==> src/rtl/ddps_pkg.sv <==
// Shared widths, defaults and register codes for the device patrol scheduler.
package ddps_pkg;

  localparam int TIME_W          = 32;
  localparam int CNT_W           = 5;
  localparam int IVL_W           = 16;
  localparam int IDX_W           = 4;
  localparam int CFG_ADDR_W      = 2;
  localparam int CFG_DATA_W      = 16;
  localparam int MAX_DEVICES_DEF = 16;
  localparam int MIN_INTERVAL    = 3;
  localparam int MIN_WAIT        = 3;
  localparam int MIN_POOL        = 1;

  typedef enum logic [CFG_ADDR_W-1:0] {
    CFG_ROTATE_MODE  = 2'd0,
    CFG_DEVICE_COUNT = 2'd1,
    CFG_INTERVAL     = 2'd2,
    CFG_POOL_SIZE    = 2'd3
  } cfg_reg_t;

endpackage

==> src/rtl/ddps_if.sv <==
// Handshake channels for scheduler ticks and visit selections.
interface ddps_in_if;
  logic                        valid;
  logic                        ready;
  logic [ddps_pkg::TIME_W-1:0] now_seconds;

  modport source (output valid, output now_seconds, input ready);
  modport sink (input valid, input now_seconds, output ready);
endinterface

interface ddps_out_if;
  logic                       valid;
  logic                       ready;
  logic [ddps_pkg::IDX_W-1:0] device_index;
  logic                       last_of_run;

  modport source (output valid, output device_index, output last_of_run, input ready);
  modport sink (input valid, input device_index, input last_of_run, output ready);
endinterface

==> src/rtl/due_device_patrol_scheduler.sv <==
// Device patrol scheduler: picks the devices to visit on each time tick.
//
// Each tick transaction carries the time in seconds and yields a run of device
// indices, the final one flagged by last_of_run. In rotate mode a silent tick
// only counts down the wait; on an emitting tick one shared restoring divider runs
// 16 steps for the gap (interval / count) and another 16 for the round-robin
// position modulo the count. In pool mode each device scanned needs a read and
// a check, because the visit-time memory has one registered read port; a
// stalled result port adds its wait. The block takes no tick until the previous
// run is handed to the output register. Visit times reset to never-visited
// through a valid bit per device, so no clearing pass follows reset.
module due_device_patrol_scheduler #(
  parameter int MAX_DEVICES = ddps_pkg::MAX_DEVICES_DEF
) (
  input  logic                            clk,
  input  logic                            rst_n,
  ddps_in_if.sink                         in_chan,
  ddps_out_if.source                      out_chan,
  input  logic                            cfg_we,
  input  logic [ddps_pkg::CFG_ADDR_W-1:0] cfg_index,
  input  logic [ddps_pkg::CFG_DATA_W-1:0] cfg_wdata
);

  localparam int ADDR_W = (MAX_DEVICES > 1) ? $clog2(MAX_DEVICES) : 1;
  localparam int CW     = (ADDR_W > ddps_pkg::CNT_W) ? ADDR_W : ddps_pkg::CNT_W;
  localparam int TW     = ddps_pkg::TIME_W;
  localparam int NW     = ddps_pkg::CNT_W;
  localparam int VW     = ddps_pkg::IVL_W;
  localparam int IW     = ddps_pkg::IDX_W;
  localparam int SW     = $clog2(VW);

  typedef enum logic [2:0] {S_IDLE, S_DIV, S_EMIT, S_RD, S_CHK} state_t;

  state_t          state_r, state_nxt;
  logic [TW-1:0]   now_r, now_nxt;
  logic [CW-1:0]   scan_r, scan_nxt;
  logic [NW-1:0]   cnt_r, cnt_nxt;
  logic [IW-1:0]   pend_r, pend_nxt;
  logic            has_pend_r, has_pend_nxt;
  logic [NW-1:0]   rem_r, rem_nxt;
  logic [VW-1:0]   quo_r, quo_nxt;
  logic [SW-1:0]   step_r, step_nxt;
  logic            div_pos_r, div_pos_nxt;
  logic [VW-1:0]   gap_r, gap_nxt;
  logic [NW-1:0]   rot_pos_r, rot_pos_nxt;
  logic [VW-1:0]   rot_wait_r, rot_wait_nxt;
  logic            mode_r, mode_nxt;
  logic [NW-1:0]   dev_cnt_r, dev_cnt_nxt;
  logic [VW-1:0]   ivl_r, ivl_nxt;
  logic [NW-1:0]   pool_r, pool_nxt;
  logic            out_valid_r, out_valid_nxt;
  logic [IW-1:0]   out_idx_r, out_idx_nxt;
  logic            out_last_r, out_last_nxt;
  logic            vld_r [MAX_DEVICES];

  // Visit-time memory with a registered read port
  logic [TW-1:0]   mem [MAX_DEVICES];
  logic [TW-1:0]   rd_stamp_r;
  logic            rd_vld_r;
  logic            mem_we;
  logic [ADDR_W-1:0] addr;

  logic [NW-1:0]   n;
  logic [VW-1:0]   base;
  logic [NW-1:0]   limit;
  logic            slot_free;
  logic [NW:0]     trial;
  logic            div_ge;
  logic [NW-1:0]   div_rem;
  logic [VW-1:0]   div_quo;
  logic [TW-1:0]   age;
  logic            due;

  assign addr = scan_r[ADDR_W-1:0];

  // Derive the effective count, interval and pool limit
  always_comb begin
    n     = (32'(dev_cnt_r) > 32'(MAX_DEVICES)) ? NW'(MAX_DEVICES) : dev_cnt_r;
    base  = (ivl_r < VW'(ddps_pkg::MIN_INTERVAL)) ? VW'(ddps_pkg::MIN_INTERVAL) : ivl_r;
    limit = (pool_r < NW'(ddps_pkg::MIN_POOL)) ? NW'(ddps_pkg::MIN_POOL) : pool_r;
  end

  // Shared divider step: one quotient bit per cycle
  always_comb begin
    trial   = {rem_r, quo_r[VW-1]};
    div_ge  = (trial >= {1'b0, n});
    div_rem = div_ge ? NW'(trial - {1'b0, n}) : trial[NW-1:0];
    div_quo = {quo_r[VW-2:0], div_ge};
  end

  // Due test on the stamp just read
  assign age = now_r - rd_stamp_r;
  assign due = !rd_vld_r || (rd_stamp_r == '0) || (age >= TW'(base));

  assign slot_free = !out_valid_r || out_chan.ready;

  // Sequencer
  always_comb begin
    state_nxt     = state_r;
    now_nxt       = now_r;
    scan_nxt      = scan_r;
    cnt_nxt       = cnt_r;
    pend_nxt      = pend_r;
    has_pend_nxt  = has_pend_r;
    rem_nxt       = rem_r;
    quo_nxt       = quo_r;
    step_nxt      = step_r;
    div_pos_nxt   = div_pos_r;
    gap_nxt       = gap_r;
    rot_pos_nxt   = rot_pos_r;
    rot_wait_nxt  = rot_wait_r;
    mode_nxt      = mode_r;
    dev_cnt_nxt   = dev_cnt_r;
    ivl_nxt       = ivl_r;
    pool_nxt      = pool_r;
    out_valid_nxt = out_valid_r && !out_chan.ready;
    out_idx_nxt   = out_idx_r;
    out_last_nxt  = out_last_r;
    mem_we        = 1'b0;

    // Take configuration writes
    if (cfg_we) begin
      case (cfg_index)
        ddps_pkg::CFG_ROTATE_MODE:  mode_nxt    = cfg_wdata[0];
        ddps_pkg::CFG_DEVICE_COUNT: dev_cnt_nxt = cfg_wdata[NW-1:0];
        ddps_pkg::CFG_INTERVAL:     ivl_nxt     = cfg_wdata[VW-1:0];
        ddps_pkg::CFG_POOL_SIZE:    pool_nxt    = cfg_wdata[NW-1:0];
        default: ;
      endcase
    end

    case (state_r)
      S_IDLE: begin
        if (in_chan.valid) begin
          now_nxt = in_chan.now_seconds;
          if (n != '0) begin
            if (mode_r) begin
              if (rot_wait_r != '0) begin
                rot_wait_nxt = rot_wait_r - VW'(1);
              end else begin
                rem_nxt     = '0;
                quo_nxt     = base;
                step_nxt    = '0;
                div_pos_nxt = 1'b0;
                state_nxt   = S_DIV;
              end
            end else begin
              scan_nxt     = '0;
              cnt_nxt      = '0;
              has_pend_nxt = 1'b0;
              state_nxt    = S_RD;
            end
          end
        end
      end
      S_DIV: begin
        rem_nxt  = div_rem;
        quo_nxt  = div_quo;
        step_nxt = step_r + SW'(1);
        if (step_r == SW'(VW - 1)) begin
          if (!div_pos_r) begin
            // Gap done: start the position modulo the count
            gap_nxt     = (div_quo < VW'(ddps_pkg::MIN_WAIT)) ?
                          VW'(ddps_pkg::MIN_WAIT) : div_quo;
            rem_nxt     = '0;
            quo_nxt     = VW'(rot_pos_r);
            step_nxt    = '0;
            div_pos_nxt = 1'b1;
          end else begin
            rot_pos_nxt  = ((div_rem + NW'(1)) == n) ? '0 : div_rem + NW'(1);
            rot_wait_nxt = gap_r;
            pend_nxt     = div_rem[IW-1:0];
            state_nxt    = S_EMIT;
          end
        end
      end
      S_EMIT: begin
        if (slot_free) begin
          out_valid_nxt = 1'b1;
          out_idx_nxt   = pend_r;
          out_last_nxt  = 1'b1;
          state_nxt     = S_IDLE;
        end
      end
      S_RD: begin
        if ((scan_r == CW'(n)) || (cnt_r == limit)) begin
          state_nxt = has_pend_r ? S_EMIT : S_IDLE;
        end else begin
          state_nxt = S_CHK;
        end
      end
      S_CHK: begin
        if (!due) begin
          scan_nxt  = scan_r + CW'(1);
          state_nxt = S_RD;
        end else if (!has_pend_r || slot_free) begin
          // Release the previous selection and hold this one
          if (has_pend_r) begin
            out_valid_nxt = 1'b1;
            out_idx_nxt   = pend_r;
            out_last_nxt  = 1'b0;
          end
          mem_we       = 1'b1;
          pend_nxt     = scan_r[IW-1:0];
          has_pend_nxt = 1'b1;
          cnt_nxt      = cnt_r + NW'(1);
          scan_nxt     = scan_r + CW'(1);
          state_nxt    = S_RD;
        end
      end
      default: state_nxt = S_IDLE;
    endcase
  end

  // State, configuration and output registers
  always_ff @(posedge clk) begin
    if (!rst_n) begin
      state_r     <= S_IDLE;
      mode_r      <= 1'b0;
      dev_cnt_r   <= NW'(1);
      ivl_r       <= VW'(ddps_pkg::MIN_INTERVAL);
      pool_r      <= NW'(1);
      rot_pos_r   <= '0;
      rot_wait_r  <= '0;
      out_valid_r <= 1'b0;
      has_pend_r  <= 1'b0;
      for (int i = 0; i < MAX_DEVICES; i++) begin
        vld_r[i] <= 1'b0;
      end
    end else begin
      state_r     <= state_nxt;
      mode_r      <= mode_nxt;
      dev_cnt_r   <= dev_cnt_nxt;
      ivl_r       <= ivl_nxt;
      pool_r      <= pool_nxt;
      rot_pos_r   <= rot_pos_nxt;
      rot_wait_r  <= rot_wait_nxt;
      out_valid_r <= out_valid_nxt;
      has_pend_r  <= has_pend_nxt;
      if (mem_we) begin
        vld_r[addr] <= 1'b1;
      end
    end
    now_r     <= now_nxt;
    scan_r    <= scan_nxt;
    cnt_r     <= cnt_nxt;
    pend_r    <= pend_nxt;
    rem_r     <= rem_nxt;
    quo_r     <= quo_nxt;
    step_r    <= step_nxt;
    div_pos_r <= div_pos_nxt;
    gap_r     <= gap_nxt;
    out_idx_r <= out_idx_nxt;
    out_last_r <= out_last_nxt;
  end

  // Write the tick time and read one stamp per scan step
  always_ff @(posedge clk) begin
    if (mem_we) begin
      mem[addr] <= now_r;
    end
    if (state_r == S_RD) begin
      rd_stamp_r <= mem[addr];
      rd_vld_r   <= vld_r[addr];
    end
  end

  assign in_chan.ready         = (state_r == S_IDLE);
  assign out_chan.valid        = out_valid_r;
  assign out_chan.device_index = out_idx_r;
  assign out_chan.last_of_run  = out_last_r;

endmodule

==> src/flat_wrapper.sv <==
// flat-port wrapper written by rule: the top's interface ports become plain ports
module due_device_patrol_scheduler_flat 
#(
  parameter int MAX_DEVICES = ddps_pkg::MAX_DEVICES_DEF
)
  (clk, rst_n, cfg_we, cfg_index, cfg_wdata, in_chan_valid, in_chan_now_seconds, in_chan_ready, out_chan_valid, out_chan_device_index, out_chan_last_of_run, out_chan_ready);
  ddps_in_if in_chan_i ();
  ddps_out_if out_chan_i ();
  input  logic clk;
  input  logic rst_n;
  input  logic cfg_we;
  input  logic [ddps_pkg::CFG_ADDR_W-1:0] cfg_index;
  input  logic [ddps_pkg::CFG_DATA_W-1:0] cfg_wdata;
  input wire logic [$bits(in_chan_i.valid)-1:0] in_chan_valid;
  input wire logic [$bits(in_chan_i.now_seconds)-1:0] in_chan_now_seconds;
  output wire logic [$bits(in_chan_i.ready)-1:0] in_chan_ready;
  output wire logic [$bits(out_chan_i.valid)-1:0] out_chan_valid;
  output wire logic [$bits(out_chan_i.device_index)-1:0] out_chan_device_index;
  output wire logic [$bits(out_chan_i.last_of_run)-1:0] out_chan_last_of_run;
  input wire logic [$bits(out_chan_i.ready)-1:0] out_chan_ready;
  assign in_chan_i.valid = in_chan_valid;
  assign in_chan_i.now_seconds = in_chan_now_seconds;
  assign in_chan_ready = in_chan_i.ready;
  assign out_chan_valid = out_chan_i.valid;
  assign out_chan_device_index = out_chan_i.device_index;
  assign out_chan_last_of_run = out_chan_i.last_of_run;
  assign out_chan_i.ready = out_chan_ready;
  due_device_patrol_scheduler #(.MAX_DEVICES(MAX_DEVICES)) u_core (.clk(clk), .rst_n(rst_n), .in_chan(in_chan_i), .out_chan(out_chan_i), .cfg_we(cfg_we), .cfg_index(cfg_index), .cfg_wdata(cfg_wdata));
endmodule
==> config.mk <==
export PLATFORM = sky130hd
export DESIGN_NAME = due_device_patrol_scheduler_flat
export DESIGN_NICKNAME = d
export VERILOG_FILES = /design/src/rtl/ddps_pkg.sv /design/src/rtl/ddps_if.sv /design/src/rtl/due_device_patrol_scheduler.sv /design/src/flat_wrapper.sv
export SDC_FILE = /design/constraint.sdc
export NUM_CORES = 1
export LEC_CHECK = 0
export BUFFER_PORTS_ARGS = -buffer_cell sky130_fd_sc_hd__buf_2
export CAP_MARGIN = 25
export CORE_ASPECT_RATIO = 1.5
export CORE_UTILIZATION = 35
export CTS_BUF_LIST = sky130_fd_sc_hd__clkbuf_16
export DETAILED_ROUTE_END_ITERATION = 10
export GPL_TIMING_DRIVEN = 0
export PLACE_DENSITY = 0.6
export SLEW_MARGIN = 10
export SYNTH_ARGS = -nofsm -noshare
export SYNTH_HDL_FRONTEND = slang
export SYNTH_SLANG_ARGS = --single-unit
==> constraint.sdc <==
create_clock -name clk -period 7.1 [get_ports clk]
set_clock_uncertainty 0.1 [all_clocks]
set_input_delay 1.42 -clock clk [delete_from_list [all_inputs] [get_ports clk]]
set_output_delay 1.42 -clock clk [all_outputs]
set_load 0.01 [all_outputs]
==> impl_metrics.py <==
metrics = {
    "logic_synthesis": {
        "synthTopCellsByArea": "edfxtp_1, mux4_2, dfxtp_1, ha_1, nand2_1",
        "synth_area_sq_um": 29920,
        "synth_top_cell_by_area": "edfxtp_1",
        "synthCells": 1803,
        "synth.avg_cell_area_sq_um": 16.60,
        "async_flop_share_pct": 0,
        "synth_fp_nets": 1920,
        "synth_warnings": 0,
        "synth_top_area_share_pct": 64.02,
        "synth-edff-count": 638,
        "synth-main-ff-cell": "edfxtp_1",
        "yosysSeqAreaShare_pct": 68.64,
        "synth_cell_types": 71,
        "ys_ff_latch": 707,
    },
    "sta": {
        "worst_slew_pin_slew_ns": 1.084,
        "fmax_mhz": 151.7,
        "period_share_pct": 92.84,
        "rsz0062_at_grt": "no",
        "final_max_slew_viol_count": 0,
        "setup_viol": 0,
        "min_period_ns": 6.592,
        "finalHoldViolations": 0,
        "relSlewSlack_pct": 27.72,
    },
    "clock_tree": {
        "cts_buffer_depth": 3,
        "clk_pin_slew_ns": 0.06,
        "numCtsBuffers": 69,
        "cts_repair_resize_count": 0,
        "insertion_delay_ns": 0.64,
        "postCtsHoldBufs": 0,
        "post_cts_buffers": 0,
        "htree_num_levels": 3,
        "clock_sinks": 707,
        "cts_root_buffer": "clkbuf_16",
        "cts_tree": "done",
    },
    "final_layout": {
        "final_cell_mix": "edfxtp_1, mux4_2, nand2_1, nor2_1, inv_1",
        "area_growth_pct": 15.40,
        "multi_input_area_sq_um": 8782,
        "final_common_cell": "edfxtp_1",
        "fill_cells": 7675,
        "antenna_cells": 0,
        "fin_util_pct": 40.67,
        "final-seq-area_sq_um": 20540,
        "nets": 2090,
        "drive_above_1_share_pct": 20.34,
    },
    "global_route": {
        "gr-total-overflow": 0,
        "first_global_vias": 17680,
        "antenna_found_initial": 0,
        "grt_max_degree": 25,
        "grt_pass1_wl_mm": 110.7,
        "grt_usage_pct": 17.40,
    },
    "power_and_ir_drop": {
        "power_uw": 13050,
        "leakagePower_uw": 0.01137,
        "ir_drop_mv": 0.1588,
        "power_density_nw_per_um2": 377.8,
    },
    "routing": {
        "totalWireLength_mm": 74.26,
        "vias_per_cell": 5.317,
        "drtAntennaViolNets": 0,
        "drc": 1,
        "wl_per_cell_microns": 23.53,
        "drt-initial-drc-count": 1498,
        "vias": 16780,
        "firstDrtPassIters": 10,
    },
    "critical_path": {
        "crit_required_ns": 7.37,
        "start_kind": "register",
        "slowest_delay_ns": 0.74,
        "arrival_ns": 6.86,
        "cp_max_fo": 21,
        "worstSetupEndpointType": "register",
        "cp_top_family": "simple AND/OR/NAND/NOR gates",
        "worst-r2r-setup-slack_ns": 0.51,
        "path_buf_inv": 3,
        "crit_type": "reg -> reg",
        "cp_cell_sequence": "ha_1, clkbuf_1, a21oi_1, a32oi_1, a21boi_0, xnor2_1, ha_1, nor3b_1, nand3_1, a41oi_1, nand4_1, or4b_1, nor4_4, nor3_1, clkbuf_1, and3_2, buf_16",
        "critPathSlowestCell": "edfxtp_1",
    },
    "place": {
        "place_congestion": 0.9244,
        "port_buffers": 61,
        "dp_hpwl_mm": 51.41,
    },
    "hold_path": {
        "hp-class": "reg -> reg",
    },
    "die": {
        "io_pins": 62,
        "fp.dieArea_sq_um": 86700,
        "die_y_microns": 360.1,
        "rows": 131,
        "die_w_microns": 240.7,
        "core-area_sq_um": 84900,
        "start_util_pct": 35.25,
    },
    "run_status": {
        "violations": "design-rule violations",
        "outcome": "complete, but fails checks",
    },
    "flow_run": {
        "maxCapViolations": 0,
    },
}
-- cells in the mapped netlist (9+ instances only) --
cell type and count:
nor3_1 19, nor2_1 89, nand3_1 24, dfxtp_1 69
a21o_1 18, mux4_2 165, nand2b_1 11, nor4_1 21
a21oi_1 67, buf_1 16, nor2b_1 14, xor2_1 18
nand4_1 18, a31oi_1 10, mux2i_1 19, xnor2_1 28
a21boi_0 14, o21ai_0 47, edfxtp_1 638, clkbuf_1 73
and2_1 14, and3_1 22, ha_1 60, nand2_1 108
buf_2 9, o21a_1 15, inv_1 68, a32o_1 19
-- worst paths after layout --
kind / start / to / cells past startpoint
min reg2reg: u_core.pend_r[1] / u_core.out_chan.device_index[1] / 0
max reg2reg: u_core.now_r[6] / u_core.mem[13][16] / 17
max: u_core.now_r[6] / u_core.mem[13][16] / 17
min: u_core.pend_r[1] / u_core.out_chan.device_index[1] / 0
-- power by group --
group | leakage [uW] | internal (uW) | switching [uW]
Sequential | 0.00633 | 5060 | 347
Combinational | 0.00390 | 1740 | 2200
Clock | 0.00115 | 2100 | 1590
Total | 0.0114 | 8910 | 4140
-- metrics by stage --
stage	instances	TNS [ns]	area, sq um	setup WS [ns]	hold WS (ns)
3_5_place_dp	3027	0	32210	0.7141	0.3284
2_1_floorplan	1803	0	29930	0.2865	0.3003
6_report	3156	0	34530	0.5085	0.3360
5_1_grt	3156	0	34530	0.3120	0.3580
4_1_cts	3151	0	34470	0.6548	0.3470
3_3_place_gp	2994	-164.80	31640	-5.009	0.3369
-- layer usage --
| metal | wire (microns) | vias up | track usage [%] |
|---|---|---|---|
| li1 | - | 7476 | - |
| met1 | 28450 | 8550 | 20.29 |
| met2 | 39430 | 579 | 31.43 |
| met3 | 3321 | 175 | 2.369 |
| met4 | 3065 | 0 | 7.682 |
| met5 | 0 | - | 0 |
-- cells by family after synthesis --
kind of cell             count (synthesis)  synth area share (%)
AO/OA/AOI/OAI                          262                 5.979
AND/OR/NAND/NOR                        371                 6.104
flip-flops                             707                 68.64
adder cells (fa/ha/maj)                 62                 2.642
XOR/XNOR                                46                 1.346
buffers and inverters                  169                 2.162
multiplexers                           186                 13.13
-- final cells by class --
type	count	area share [%]
timing repair buffer	99	2.580
clock inverter	52	1.323
clock buffer	72	5.218
sequential	707	59.48
multi-input combinational	927	25.43
buffer	99	1.112
tap	1130	4.094
inverter	70	0.7609
-- state kept, by name, indices dropped and copies added, names as in the netlist, 16 cells and up --
signal / flops
u_core.rd_stamp_r: 32
u_core.gap_r: 16
u_core.now_r: 32
u_core.rot_wait_r: 16
u_core.mem: 512
u_core.ivl_r: 16
u_core.vld_r: 16
u_core.quo_r: 16
-- worst reg2reg max path, stage by stage, from the launching register on --
cell and delay, ns:
edfxtp_1 0.74, ha_1 0.36, clkbuf_1 0.20, a21oi_1 0.28
a32oi_1 0.24, a21boi_0 0.66, xnor2_1 0.18, ha_1 0.27
nor3b_1 0.35, nand3_1 0.13, a41oi_1 0.36, nand4_1 0.13
or4b_1 0.60, nor4_4 0.53, nor3_1 0.10, clkbuf_1 0.22
and3_2 0.56, buf_16 0.31
No activity file was read; power rests on OpenSTA's default activity.
